$ cat src/design/bfsm_pkg.sv
`default_nettype none
// ---------------------------------------------------------------------------
// bfsm_pkg
// Shared constants, types and the prime table of the Bloom filter block.
// ---------------------------------------------------------------------------
package bfsm_pkg;

  localparam int unsigned MaxBits   = 65536;
  localparam int unsigned MaxHashes = 16;
  localparam int unsigned IdxW      = $clog2(MaxBits);
  localparam int unsigned SlotW     = (MaxHashes > 1) ? $clog2(MaxHashes) : 1;
  localparam int unsigned CfgW      = 17;
  localparam int unsigned CfgIdxW   = 2;
  localparam int unsigned CoefW     = 62;
  localparam int unsigned NumPrimes = 14;
  localparam int unsigned QDepth    = 2;
  localparam int unsigned ClearRows = MaxBits;

  typedef enum logic [1:0] {
    CmdInsert = 2'd0,
    CmdQuery  = 2'd1,
    CmdLoad   = 2'd2,
    CmdClear  = 2'd3
  } cmd_e;

  typedef enum logic [CfgIdxW-1:0] {
    RegNumBits    = 2'd0,
    RegNumHashes  = 2'd1,
    RegPrimeIndex = 2'd2,
    RegNone       = 2'd3
  } reg_e;

  typedef struct packed {
    logic [1:0]       cmd;
    logic [7:0]       char_byte;
    logic             last_byte;
    logic [3:0]       coef_slot;
    logic [CoefW-1:0] coef_mult;
    logic [CoefW-1:0] coef_add;
  } in_item_t;

  typedef struct packed {
    logic result_kind;
    logic present;
  } out_item_t;

  // Work item from the front end to the back end.
  typedef struct packed {
    cmd_e             cmd;
    logic [63:0]      hash;
    logic [3:0]       slot;
    logic [CoefW-1:0] mult;
    logic [CoefW-1:0] add;
  } job_t;

  function automatic logic [63:0] prime_of(input logic [3:0] sel);
    logic [63:0] p;
    unique case (sel)
      4'd0:  p = 64'd2;
      4'd1:  p = 64'd29;
      4'd2:  p = 64'd677;
      4'd3:  p = 64'd17579;
      4'd4:  p = 64'd456979;
      4'd5:  p = 64'd11881379;
      4'd6:  p = 64'd308915797;
      4'd7:  p = 64'd8031810211;
      4'd8:  p = 64'd208827064597;
      4'd9:  p = 64'd5429503679023;
      4'd10: p = 64'd141167095653379;
      4'd11: p = 64'd3670344486987793;
      4'd12: p = 64'd95428956661682197;
      default: p = 64'd2481152873203736609;
    endcase
    return p;
  endfunction

endpackage
`default_nettype wire

$ cat src/design/bfsm_if.sv
`default_nettype none
// ---------------------------------------------------------------------------
// bfsm_in_if / bfsm_out_if
// Valid/ready channels for input items and result items.
// ---------------------------------------------------------------------------
interface bfsm_in_if;
  logic                     valid;
  logic                     ready;
  logic [1:0]               cmd;
  logic [7:0]               char_byte;
  logic                     last_byte;
  logic [3:0]               coef_slot;
  logic [bfsm_pkg::CoefW-1:0] coef_mult;
  logic [bfsm_pkg::CoefW-1:0] coef_add;
  modport source (output valid, cmd, char_byte, last_byte, coef_slot, coef_mult,
                  coef_add, input ready);
  modport sink (input valid, cmd, char_byte, last_byte, coef_slot, coef_mult,
                coef_add, output ready);
endinterface

`default_nettype wire

$ cat src/design/bfsm_front.sv
`default_nettype none
// ---------------------------------------------------------------------------
// bfsm_front
// Accepts items, folds word bytes into the running hash and queues jobs.
// ---------------------------------------------------------------------------
module bfsm_front (
  input  wire logic          clk_i,
  input  wire logic          rst_ni,
  bfsm_in_if.sink            in_if,
  output bfsm_pkg::job_t     job_o,
  output logic               job_valid_o,
  input  wire logic          job_ready_i
);
  import bfsm_pkg::*;

  logic [63:0] hash_q, hash_d;
  logic [63:0] h1, h2;
  job_t        q_mem [QDepth];
  logic [$clog2(QDepth)-1:0] wp_q, rp_q;
  logic [$clog2(QDepth):0]   cnt_q;
  logic        acc, push, pop, is_word;
  job_t        job_new;

  assign in_if.ready = (cnt_q != QDepth[$clog2(QDepth):0]);
  assign acc         = in_if.valid && in_if.ready;
  assign is_word     = (in_if.cmd == CmdInsert) || (in_if.cmd == CmdQuery);

  always_comb begin
    h1     = hash_q + {{56{in_if.char_byte[7]}}, in_if.char_byte};
    h1     = h1 + (h1 << 10);
    h2     = h1 ^ (h1 >> 6);
    hash_d = hash_q;
    if (acc && is_word) begin
      hash_d = in_if.last_byte ? 64'd0 : h2;
    end
  end

  assign push = acc && (!is_word || in_if.last_byte);
  assign pop  = job_valid_o && job_ready_i;

  always_comb begin
    job_new.cmd  = cmd_e'(in_if.cmd);
    job_new.hash = h2;
    job_new.slot = in_if.coef_slot;
    job_new.mult = in_if.coef_mult;
    job_new.add  = in_if.coef_add;
  end

  always_ff @(posedge clk_i or negedge rst_ni) begin
    if (!rst_ni) begin
      hash_q <= '0;
      wp_q   <= '0;
      rp_q   <= '0;
      cnt_q  <= '0;
    end else begin
      hash_q <= hash_d;
      if (push) wp_q <= wp_q + 1'b1;
      if (pop)  rp_q <= rp_q + 1'b1;
      cnt_q <= cnt_q + {{$clog2(QDepth){1'b0}}, push} - {{$clog2(QDepth){1'b0}}, pop};
    end
  end

  always_ff @(posedge clk_i) begin
    if (push) q_mem[wp_q] <= job_new;
  end

  assign job_o       = q_mem[rp_q];
  assign job_valid_o = (cnt_q != '0);

  a_cnt_bound: assert property (@(posedge clk_i) disable iff (!rst_ni)
    cnt_q <= QDepth) else $error("queue overflow");
  a_hash_zero: assert property (@(posedge clk_i) disable iff (!rst_ni)
    (acc && is_word && in_if.last_byte) |=> hash_q == 64'd0)
    else $error("hash not cleared at word end");
  a_no_push_full: assert property (@(posedge clk_i) disable iff (!rst_ni)
    (cnt_q == QDepth) |-> !push) else $error("push into full queue");

endmodule
`default_nettype wire

$ cat src/flat_wrapper.sv
// flat-port wrapper written by rule: the top's interface ports become plain ports
module bfsm_front_flat import bfsm_pkg::*;
  (clk_i, rst_ni, job_o, job_valid_o, job_ready_i, in_if_valid, in_if_cmd, in_if_char_byte, in_if_last_byte, in_if_coef_slot, in_if_coef_mult, in_if_coef_add, in_if_ready);
  bfsm_in_if in_if_i ();
  input  wire logic clk_i;
  input  wire logic rst_ni;
  output bfsm_pkg::job_t job_o;
  output logic job_valid_o;
  input  wire logic job_ready_i;
  input wire logic [$bits(in_if_i.valid)-1:0] in_if_valid;
  input wire logic [$bits(in_if_i.cmd)-1:0] in_if_cmd;
  input wire logic [$bits(in_if_i.char_byte)-1:0] in_if_char_byte;
  input wire logic [$bits(in_if_i.last_byte)-1:0] in_if_last_byte;
  input wire logic [$bits(in_if_i.coef_slot)-1:0] in_if_coef_slot;
  input wire logic [$bits(in_if_i.coef_mult)-1:0] in_if_coef_mult;
  input wire logic [$bits(in_if_i.coef_add)-1:0] in_if_coef_add;
  output wire logic [$bits(in_if_i.ready)-1:0] in_if_ready;
  assign in_if_i.valid = in_if_valid;
  assign in_if_i.cmd = in_if_cmd;
  assign in_if_i.char_byte = in_if_char_byte;
  assign in_if_i.last_byte = in_if_last_byte;
  assign in_if_i.coef_slot = in_if_coef_slot;
  assign in_if_i.coef_mult = in_if_coef_mult;
  assign in_if_i.coef_add = in_if_coef_add;
  assign in_if_ready = in_if_i.ready;
  bfsm_front u_core (.clk_i(clk_i), .rst_ni(rst_ni), .in_if(in_if_i), .job_o(job_o), .job_valid_o(job_valid_o), .job_ready_i(job_ready_i));
endmodule
$ cat config.mk
export PLATFORM = sky130hd
export DESIGN_NAME = bfsm_front_flat
export DESIGN_NICKNAME = d
export VERILOG_FILES = /design/src/design/bfsm_pkg.sv /design/src/design/bfsm_if.sv /design/src/design/bfsm_front.sv /design/src/flat_wrapper.sv
export SDC_FILE = /design/constraint.sdc
export NUM_CORES = 1
export LEC_CHECK = 0
export BUFFER_PORTS_ARGS = -buffer_cell sky130_fd_sc_hd__buf_2
export CAP_MARGIN = 20
export CORE_AREA = 5 5 282 229
export CTS_CLUSTER_SIZE = 16
export DETAILED_ROUTE_END_ITERATION = 7
export DIE_AREA = 0 0 287 234
export PLACE_DENSITY_LB_ADDON = 0.2
export REMOVE_ABC_BUFFERS = 1
export SYNTH_ARGS = -nofsm -noshare
export SYNTH_HDL_FRONTEND = slang
export SYNTH_SLANG_ARGS = --single-unit
$ cat constraint.sdc
create_clock -name clk_i -period 23.7 [get_ports clk_i]
set_input_delay 5.925 -clock clk_i [delete_from_list [all_inputs] [get_ports clk_i]]
set_output_delay 5.925 -clock clk_i [all_outputs]
set_load 0.05 [all_outputs]
==> run metrics, run 1 <==
H-tree levels=2; WP data arrival=roughly 13 ns; die height=approximately 230 um; # IOs=about 340; Tcrit/Tclk final=a little over half; Main synth FF type=edfxtp_1; endpoints failing setup=0; vias in the first global route=16000; first-pass GRT wire length=a little under 100 mm; Netlist cell types=100; multi-input logic area=roughly 10000 sq um; Worst setup EP type=register; PostCTS Resize Cnt=0; clock latency on the worst-skew pair=0.59 ns; synth top area cells=edfxtp_1 48%, mux2_2 9.1%, dfrtp_1 7.0%; fin area=approximately 28000 sq um; Slowest Stage Delay on Critical Path=approximately 0.55 ns; Rel. slew slack=around 16%; Post-Route WL=66.6 mm; Overall Global Routing Usage=a little under a fifth; hold-critical path depth=1; CP max FO=57; grt total ovfl=0; fraction of layout cells with a size suffix above 1=30.2%; clk buf depth=3; Most Frequent Cell on Critical Path=a21oi_1; hold path start=u_core.cnt_q[1]$_DFF_PN0_; Setup TNS=0 ns; die width=287 um; Mapped Cells=roughly 1900; DR vias/cell=roughly 5.4; reg2reg path depth=29; WS Path Type=in2reg; DP HPWL=roughly 50 mm; average wire per standard cell=between 20 and 25 um; CTS tree=done; placed cell areas=around 27000 sq um; Yosys reg bits=about 460; Syn Area/Cell=roughly 13 sq um; synthesis warning total=0; Routability Congestion=roughly 0.93; first drt pass iteration count=5; Worst Setup SP=in_if_char_byte[7]; Worst-Margin Slew=~1.3 ns; Clock transition at path regs=0.06 ns; Post-route DRC=0; RSZ-0062 raised after global routing=no; row count=~80; critical path's slowest cell=buf_4; Worst Path Required=24.23 ns; Seq. cell area=13400 sq um; post-synth top area cell=edfxtp_1; worst clock skew=0.0423 ns; mapped cell area=between 20000 and 25000 sq um; outcome=completed; clk root buf=clkbuf_16; CTS buffer count=between 40 and 50; launching point of the worst reg2reg path=u_core.hash_q[0]$_DFFE_PN0P_; die area=67200 sq um; fin. max-slew vios=0; Fillers=~5700; Min-Delay Path Class=reg2reg; Initial Utilization=39.2%; First DRT Iteration DRCs=about 1100; Post CTS Setup Buffer Count=0; post-route ant nets=0; Via Count=about 17000; IO Port Bufs=338; largest net degree at the start of global routing=162; post-synth top area share=48.1%; cts hold-fix bufs=0; core footprint=about 62000 sq um; Final Hold Slack=0.499 ns; antenna violations before repair=5; Max-Cap Viols=0; ys async rst share=14.9%; EDFF count, synth=388; final hold violation count=0; post-synthesis sequential area ratio=between 50% and 60%; highest-count cells in the layout ignoring fill and taps=388 x edfxtp_1, 337 x buf_2, 195 x mux2_2; P&R area growth vs syn=17.3%; pre-CTS setup slack=around 11 ns; min cycle time layout=around 13 ns; commonest non-fill, non-tap cell in the layout=edfxtp_1; CTS sink cnt=456; Startpoint Class=input port; Final Worst Setup Slack=about 11 ns; Final nets=about 2500; f_max=between 70 and 80 MHz
-- cells by family after synthesis --
family,after synthesis,synth area share [%]
adders and majority gates,121,6.28
muxes,199,9.22
DFF,456,55.1
buffers and inverters,112,1.83
AOI/OAI and AO/OA,475,13.7
xor gates and xnor gates,166,6.37
and+or+nand+nor,356,7.48
-- critical path, delay by kind of cell --
family | cells | cell delay (ns)
XOR/XNOR | 3 | 0.70
buffers and inverters | 2 | 0.63
adder cells (fa/ha/maj) | 2 | 0.85
AO/OA/AOI/OAI | 16 | 3.48
AND/OR/NAND/NOR | 7 | 1.46
-- per-stage QoR --
step	util (%)	cells
final	46.0	3093
after global routing	46.0	3093
after CTS	46.0	3091
after detailed placement	43.4	3003
after global placement	43.4	3003
after floorplan	-	1814
-- cells in the mapped netlist (6+ instances only) --
| library cell | n |
|---|---|
| nor2_1 | 75 |
| clkbuf_1 | 50 |
| nand2_1 | 98 |
| o211ai_1 | 11 |
| and3_1 | 19 |
| a21oi_1 | 131 |
| nand3_1 | 24 |
| ha_1 | 115 |
| o21ai_1 | 10 |
| o21a_1 | 17 |
| mux2_2 | 195 |
| a22o_1 | 62 |
| a21o_1 | 44 |
| xor2_1 | 77 |
| dfrtp_1 | 68 |
| edfxtp_1 | 388 |
| xnor2_1 | 81 |
| o21bai_1 | 12 |
| nor2b_1 | 18 |
| a31oi_1 | 10 |
| o21ai_0 | 76 |
| inv_1 | 39 |
| nand4_1 | 25 |
| buf_2 | 19 |
| or3_1 | 6 |
| a211oi_1 | 16 |
| and2_1 | 14 |
| or2_2 | 10 |
| nand2b_1 | 17 |
| nor3_1 | 20 |
-- area by class of cell --
cell class	instances	share of cell area, %
Sequential cell	456	47.0
Tap cell	840	3.70
Multi-Input combinational cell	1317	36.8
Antenna cell	1	0.00880
Clock buffer	61	4.40
Clock inverter	27	1.23
Inverter	41	0.541
Timing Repair Buffer	350	6.39
-- per-layer routing --
layer  up-vias  part of all wire, %  GRT usage, %
met5         -                0.083             0
met4         8                  1.5          3.65
met3        83                  6.5          3.76
met2       489                   44          29.0
met1      8238                   47          28.4
li1       7875                    -             -
-- sequential cells by signal (all words and copies together), names as in the netlist --
name           cells
u_core.cnt_q       2
u_core.q_mem     388
u_core.rp_q        1
u_core.wp_q        1
u_core.hash_q     64
-- final timing paths --
kind | end | slack, ns
worst max-delay path | u_core.hash_q[53]$_DFFE_PN0P_ | 11.15
worst min-delay path | u_core.cnt_q[1]$_DFF_PN0_ | 0.50
worst max register to register | u_core.hash_q[53]$_DFFE_PN0P_ | 16.57
worst min register to register | u_core.cnt_q[1]$_DFF_PN0_ | 0.50
max in group asynchronous | u_core.hash_q[18]$_DFFE_PN0P_ | 17.79
min in group asynchronous | u_core.hash_q[61]$_DFFE_PN0P_ | 5.28
Power of run 1 is left out: the tool's default activity adds up to more than one toggle a clock period on the data nets, which glitch-free logic cannot reach.
==> inputs of run 2 (changes only) <==
==> constraint.sdc (replaced) <==
create_clock -name clk_i -period 10.99 [get_ports clk_i]
set_input_delay 2.7475 -clock clk_i [delete_from_list [all_inputs] [get_ports clk_i]]
set_output_delay 2.7475 -clock clk_i [all_outputs]
set_load 0.05 [all_outputs]
==> run 2 against run 1 <==
Worst setup slack got worse by 9.5 ns. Cell count barely moved. Register-to-register slack got worse by 13 ns. Sequential share of layout area rose by 0.089 points. Design area fell by 0.19%. Highest routed layer is now met4.
==> run metrics, run 2 (synthesis results as in run 1) <==
First DRT Iteration DRCs=1162 (was 1102); fin. max-slew vios=0 (unchanged); outcome=completed (unchanged); largest registers=u_core.q_mem: 388 flops, u_core.hash_q: 64 flops, u_core.cnt_q: 2 flops (unchanged); commonest non-fill, non-tap cell in the layout=edfxtp_1 (unchanged); endpoints failing setup=0 (unchanged); clock latency on the worst-skew pair=0.61 ns (was 0.59 ns); pre-CTS setup slack=1.21 ns (was 10.70 ns); first drt pass iteration count=5 (unchanged); die area=67200 sq um (unchanged); Worst setup EP type=register (unchanged); Max-Cap Viols=0 (unchanged); Via Count=16800 (was 16700); first-pass GRT wire length=102 mm (was 98.8 mm); fin area=28400 sq um (about the same); hold path start=u_core.hash_q[62]$_DFFE_PN0P_ (was u_core.cnt_q[1]$_DFF_PN0_); f_max=between 100 and 150 MHz; hold-critical path depth=1 (unchanged); Largest register FFs=388 (unchanged); fraction of layout cells with a size suffix above 1=30.4% (was 30.2%); cts hold-fix bufs=0 (unchanged); largest net degree at the start of global routing=125 (was 162); die height=234 um (unchanged); Post-Route WL=68.0 mm (was 66.6 mm); Initial Utilization=39.2% (unchanged); Post CTS Setup Buffer Count=0 (unchanged); WP data arrival=9.82 ns (was 13.08 ns); Inserted Diodes=0 (was 1); post-route ant nets=0 (unchanged); Routability Congestion=0.925 (was 0.931); placed cell areas=26800 sq um (about the same); DP HPWL=50.8 mm (was 49.6 mm); CTS sink cnt=456 (unchanged); WS Path Type=in2reg (unchanged); Most Frequent Cell on Critical Path=a21oi_1 (unchanged); critical path's slowest cell=buf_2 (was buf_4); PostCTS Resize Cnt=0 (unchanged); Rel. slew slack=30.1% (was 16.2%); worst clock skew=0.0440 ns (was 0.0423 ns); CTS tree=done (unchanged); grt total ovfl=0 (unchanged); Setup TNS=0 ns (unchanged); row count=82 (unchanged); Min-Delay Path Class=reg2reg (unchanged); IO Port Bufs=338 (unchanged); Clock transition at path regs=0.06 ns (about the same); P&R area growth vs syn=17.1% (was 17.3%); clk root buf=clkbuf_16 (unchanged); Final nets=2474 (was 2473); Startpoint Class=input port (unchanged); Worst Path Required=11.51 ns (was 24.23 ns); Slowest Stage Delay on Critical Path=0.61 ns (was 0.55 ns); Top reg by flops=u_core.q_mem (unchanged); Worst-Margin Slew=1.05 ns (was 1.26 ns); H-tree levels=2 (unchanged); FF-to-FF setup slack=3.82 ns (was 16.57 ns); RSZ-0062 raised after global routing=no (unchanged); min cycle time layout=9.30 ns; clk buf depth=3 (unchanged); core footprint=61800 sq um (unchanged); RR Endpoint=u_core.hash_q[55]$_DFFE_PN0P_ (was u_core.hash_q[53]$_DFFE_PN0P_); CP max FO=35 (was 57); reg2reg path depth=29 (unchanged); Overall Global Routing Usage=19.4% (was 19.0%); final hold violation count=0 (unchanged); # IOs=339 (unchanged); Tcrit/Tclk final=between 80% and 90%; CTS buffer count=48 (was 47); launching point of the worst reg2reg path=u_core.hash_q[0]$_DFFE_PN0P_ (unchanged); antenna violations before repair=0 (was 5); highest-count cells in the layout ignoring fill and taps=388 x edfxtp_1, 337 x buf_2, 195 x mux2_2 (unchanged); Fillers=5654 (was 5691); vias in the first global route=16300 (was 16000); DR vias/cell=5.43 (was 5.40); Post-route DRC=0 (unchanged); Final Worst Setup Slack=1.69 ns (was 11.15 ns); die width=287 um (unchanged); Worst Hold Path EP=u_core.hash_q[62]$_DFFE_PN0P_ (was u_core.cnt_q[1]$_DFF_PN0_); average wire per standard cell=22.0 um (was 21.5 um)
-- run 2: cell count changes in the layout (fill, tap and decap cells not counted), sizes merged --
cell and delta:
clkinvlp +3, bufinv -6, clkbuf +6, clkinv +1
diode -1, inv -2
-- run 2: how the worst max path moves through the flow --
stage	slack, ns	cells after the start	from	end
floorplan	-5.91	2	in_if_valid	u_core.q_mem[0][0]$_DFFE_PP_
global placement	1.25	25	in_if_char_byte[7]	u_core.q_mem[0][183]$_DFFE_PP_
detailed placement	1.21	29	in_if_char_byte[7]	u_core.hash_q[55]$_DFFE_PN0P_
CTS	1.82	29	in_if_char_byte[7]	u_core.hash_q[55]$_DFFE_PN0P_
global route	1.10	29	in_if_char_byte[7]	u_core.hash_q[55]$_DFFE_PN0P_
finish	1.69	29	in_if_char_byte[7]	u_core.hash_q[55]$_DFFE_PN0P_
-- run 2: metal layers --
layer  routed length, um  track usage (%)  vias to the layer above
li1                    -                -                     7883
met1               32900             29.4                     8391
met2               30300             29.8                      465
met3                3720             2.87                       70
met4                1110             4.34                        0
met5                   0                0                        -
-- run 2: layout make-up --
| class | instances | area [sq um] | area share (%) |
|---|---|---|---|
| clock buffer | 67 | 1350 | 4.77 |
| clock inverter | 23 | 216 | 0.763 |
| inverter | 41 | 154 | 0.542 |
| multi-input combinational | 1317 | 10500 | 36.8 |
| sequential | 456 | 13400 | 47.1 |
| tap | 840 | 1050 | 3.70 |
| timing repair buffer | 350 | 1800 | 6.33 |
-- run 2: per-stage QoR --
stage / hold WS, ns / utilization, % / cells
after CTS: 0.515 / 46.0 / 3094
after detailed placement: 0.496 / 43.4 / 3004
after global routing: 0.525 / 46.0 / 3094
after global placement: 0.478 / 43.4 / 3004
final: 0.509 / 46.0 / 3094
after floorplan: 0.456 / - / 1814
-- run 2: worst max-delay path, delay by kind of cell --
family | cells | cell delay, ns
buffers and inverters | 1 | 0.61
and+or+nand+nor | 7 | 1.42
AOI/OAI and AO/OA | 17 | 3.69
xor gates and xnor gates | 2 | 0.50
adders and majority gates | 2 | 0.84
Power of run 2 is left out for the same reason.
==> inputs of run 3 (changes only) <==
==> constraint.sdc (replaced) <==
create_clock -name clk_i -period 9.45 [get_ports clk_i]
set_input_delay 2.3625 -clock clk_i [delete_from_list [all_inputs] [get_ports clk_i]]
set_output_delay 2.3625 -clock clk_i [all_outputs]
set_load 0.05 [all_outputs]
==> run 3 against run 2 <==
Clock skew down 0.014 ns. First-iteration DRC count down 2.5%. Global-route usage down 0.22 points. Via count up 0.32%. Worst setup slack worse by 0.85 ns. Largest cell class unchanged. Highest routed layer is now met5.
==> run metrics, run 3 (synthesis results as in run 1) <==
outcome=completed (unchanged); IO Port Bufs=338 (unchanged); clk root buf=clkbuf_16 (unchanged); WS Path Type=in2reg (unchanged); RSZ-0062 raised after global routing=no (unchanged); first-pass GRT wire length=100 mm (was 102 mm); Slowest Stage Delay on Critical Path=0.49 ns (was 0.61 ns); f_max=116 MHz; worst clock skew=0.0297 ns (was 0.0440 ns); Worst setup EP type=register (unchanged); Largest register FFs=388 (unchanged); Top delay family on crit path=compound AO/OA/AOI/OAI gates (unchanged); clk buf depth=3 (unchanged); vias in the first global route=16400 (was 16300); Overall Global Routing Usage=19.2% (was 19.4%); first drt pass iteration count=5 (unchanged); Post-Route WL=67.3 mm (was 68.0 mm); PostCTS Resize Cnt=0 (unchanged); CTS buffer count=48 (unchanged); CTS sink cnt=456 (unchanged); post-route ant nets=0 (unchanged); largest net degree at the start of global routing=162 (was 125); clock latency on the worst-skew pair=0.61 ns (about the same); die area=67200 sq um (unchanged); Worst Path Required=9.90 ns (was 11.51 ns); Fillers=5700 (was 5654); Clock transition at path regs=0.05 ns (was 0.06 ns); highest-count cells in the layout ignoring fill and taps=388 x edfxtp_1, 337 x buf_2, 195 x mux2_2 (unchanged); Final Worst Setup Slack=0.833 ns (was 1.69 ns); Min-Delay Path Class=reg2reg (unchanged); Via Count=16900 (was 16800); cts hold-fix bufs=0 (unchanged); row count=82 (unchanged); DP HPWL=50.3 mm (was 50.8 mm); critical path's slowest cell=nor4b_1 (was buf_2); H-tree levels=2 (unchanged); Tcrit/Tclk final=91.2%; average wire per standard cell=21.7 um (was 22.0 um); largest registers=u_core.q_mem: 388 flops, u_core.hash_q: 64 flops, u_core.cnt_q: 2 flops (unchanged); final hold violation count=0 (unchanged); min cycle time layout=8.62 ns; Max-Cap Viols=0 (unchanged); WP data arrival=9.07 ns (was 9.82 ns); commonest non-fill, non-tap cell in the layout=edfxtp_1 (unchanged); pre-CTS setup slack=0.376 ns (was 1.21 ns); DR vias/cell=5.44 (was 5.43); CP Buf/Inv Count=2 (was 1); fin. max-slew vios=0 (unchanged); Startpoint Class=input port (unchanged); Post CTS Setup Buffer Count=0 (unchanged); Top reg by flops=u_core.q_mem (unchanged); grt total ovfl=0 (unchanged); endpoints failing setup=0 (unchanged); Final nets=2477 (was 2474); Worst-Margin Slew=1.08 ns (was 1.05 ns); # IOs=339 (unchanged); core footprint=61800 sq um (unchanged); Post-route DRC=0 (unchanged); Routability Congestion=0.914 (was 0.925); First DRT Iteration DRCs=1133 (was 1162); CP max FO=6 (was 35); CTS tree=done (unchanged); die height=234 um (unchanged); Initial Utilization=39.2% (unchanged); antenna violations before repair=5 (was 0); Rel. slew slack=28.3% (was 30.1%); die width=287 um (unchanged); P&R area growth vs syn=17.2% (was 17.1%); fraction of layout cells with a size suffix above 1=30.3% (was 30.4%)
run 3: changes by cell type in the layout (fill, tap and decap cells not counted):
cell / before / now
diode_2: 0 / 4
clkinvlp_4: 3 / 1
clkinv_2: 9 / 7
clkinv_1: 7 / 9
inv_4: 1 / 0
clkbuf_1: 11 / 14
buf_4: 12 / 15
clkbuf_8: 8 / 6
bufinv_16: 1 / 2
clkinv_4: 0 / 1
run 3: final cells by class:
| class | count | area [sq um] | area share (%) |
|---|---|---|---|
| Sequential cell | 456 | 13400 | 47.0 |
| Multi-Input combinational cell | 1317 | 10500 | 36.8 |
| Timing Repair Buffer | 353 | 1820 | 6.40 |
| Clock buffer | 68 | 1340 | 4.70 |
| Tap cell | 840 | 1050 | 3.70 |
| Clock inverter | 22 | 231 | 0.815 |
| Inverter | 41 | 154 | 0.542 |
| Antenna cell | 4 | 10.0 | 0.0352 |
run 3: through the flow:
| step | hold WS (ns) | utilization [%] | cells | setup TNS, ns | cell area (sq um) |
|---|---|---|---|---|---|
| 2_1_floorplan | 0.456 | - | 1814 | -1369.94 | 24000 |
| 3_3_place_gp | 0.479 | 43.5 | 3007 | 0 | 26800 |
| 3_5_place_dp | 0.498 | 43.5 | 3007 | 0 | 26800 |
| 4_1_cts | 0.512 | 46.0 | 3097 | 0 | 28400 |
| 5_1_grt | 0.520 | 46.0 | 3100 | 0 | 28400 |
| 6_report | 0.506 | 46.0 | 3101 | 0 | 28400 |
run 3: final timing paths:
check,cells after the start,slack [ns],startpoint,endpoint
max reg2reg,29,2.31,u_core.hash_q[0]$_DFFE_PN0P_,u_core.q_mem[0][183]$_DFFE_PP_
min,2,0.51,u_core.hash_q[63]$_DFFE_PN0P_,u_core.hash_q[63]$_DFFE_PN0P_
min reg2reg,2,0.51,u_core.hash_q[63]$_DFFE_PN0P_,u_core.hash_q[63]$_DFFE_PN0P_
max in group asynchronous,2,6.77,rst_ni,u_core.rp_q$_DFFE_PN0P_
min in group asynchronous,1,1.73,rst_ni,u_core.hash_q[52]$_DFFE_PN0P_
max,30,0.83,in_if_char_byte[0],u_core.q_mem[0][183]$_DFFE_PP_
run 3: per-layer routing:
layer | track usage, % | vias to the layer above | routed length, um | part of all wire, %
met2 | 29.3 | 501 | 29700 | 44
met4 | 4.76 | 4 | 1330 | 2.0
met3 | 4.28 | 90 | 4330 | 6.4
met5 | 0 | - | 33 | 0.049
li1 | - | 7907 | - | -
met1 | 28.1 | 8360 | 31900 | 47
run 3: tightest hold or removal path: cells and delay by family (launching register included):
family             cells  cell delay, ns
AOI/OAI and AO/OA      1            0.06
and+or+nand+nor        1            0.05
DFF                    1            0.36
Power of run 3 is left out for the same reason.
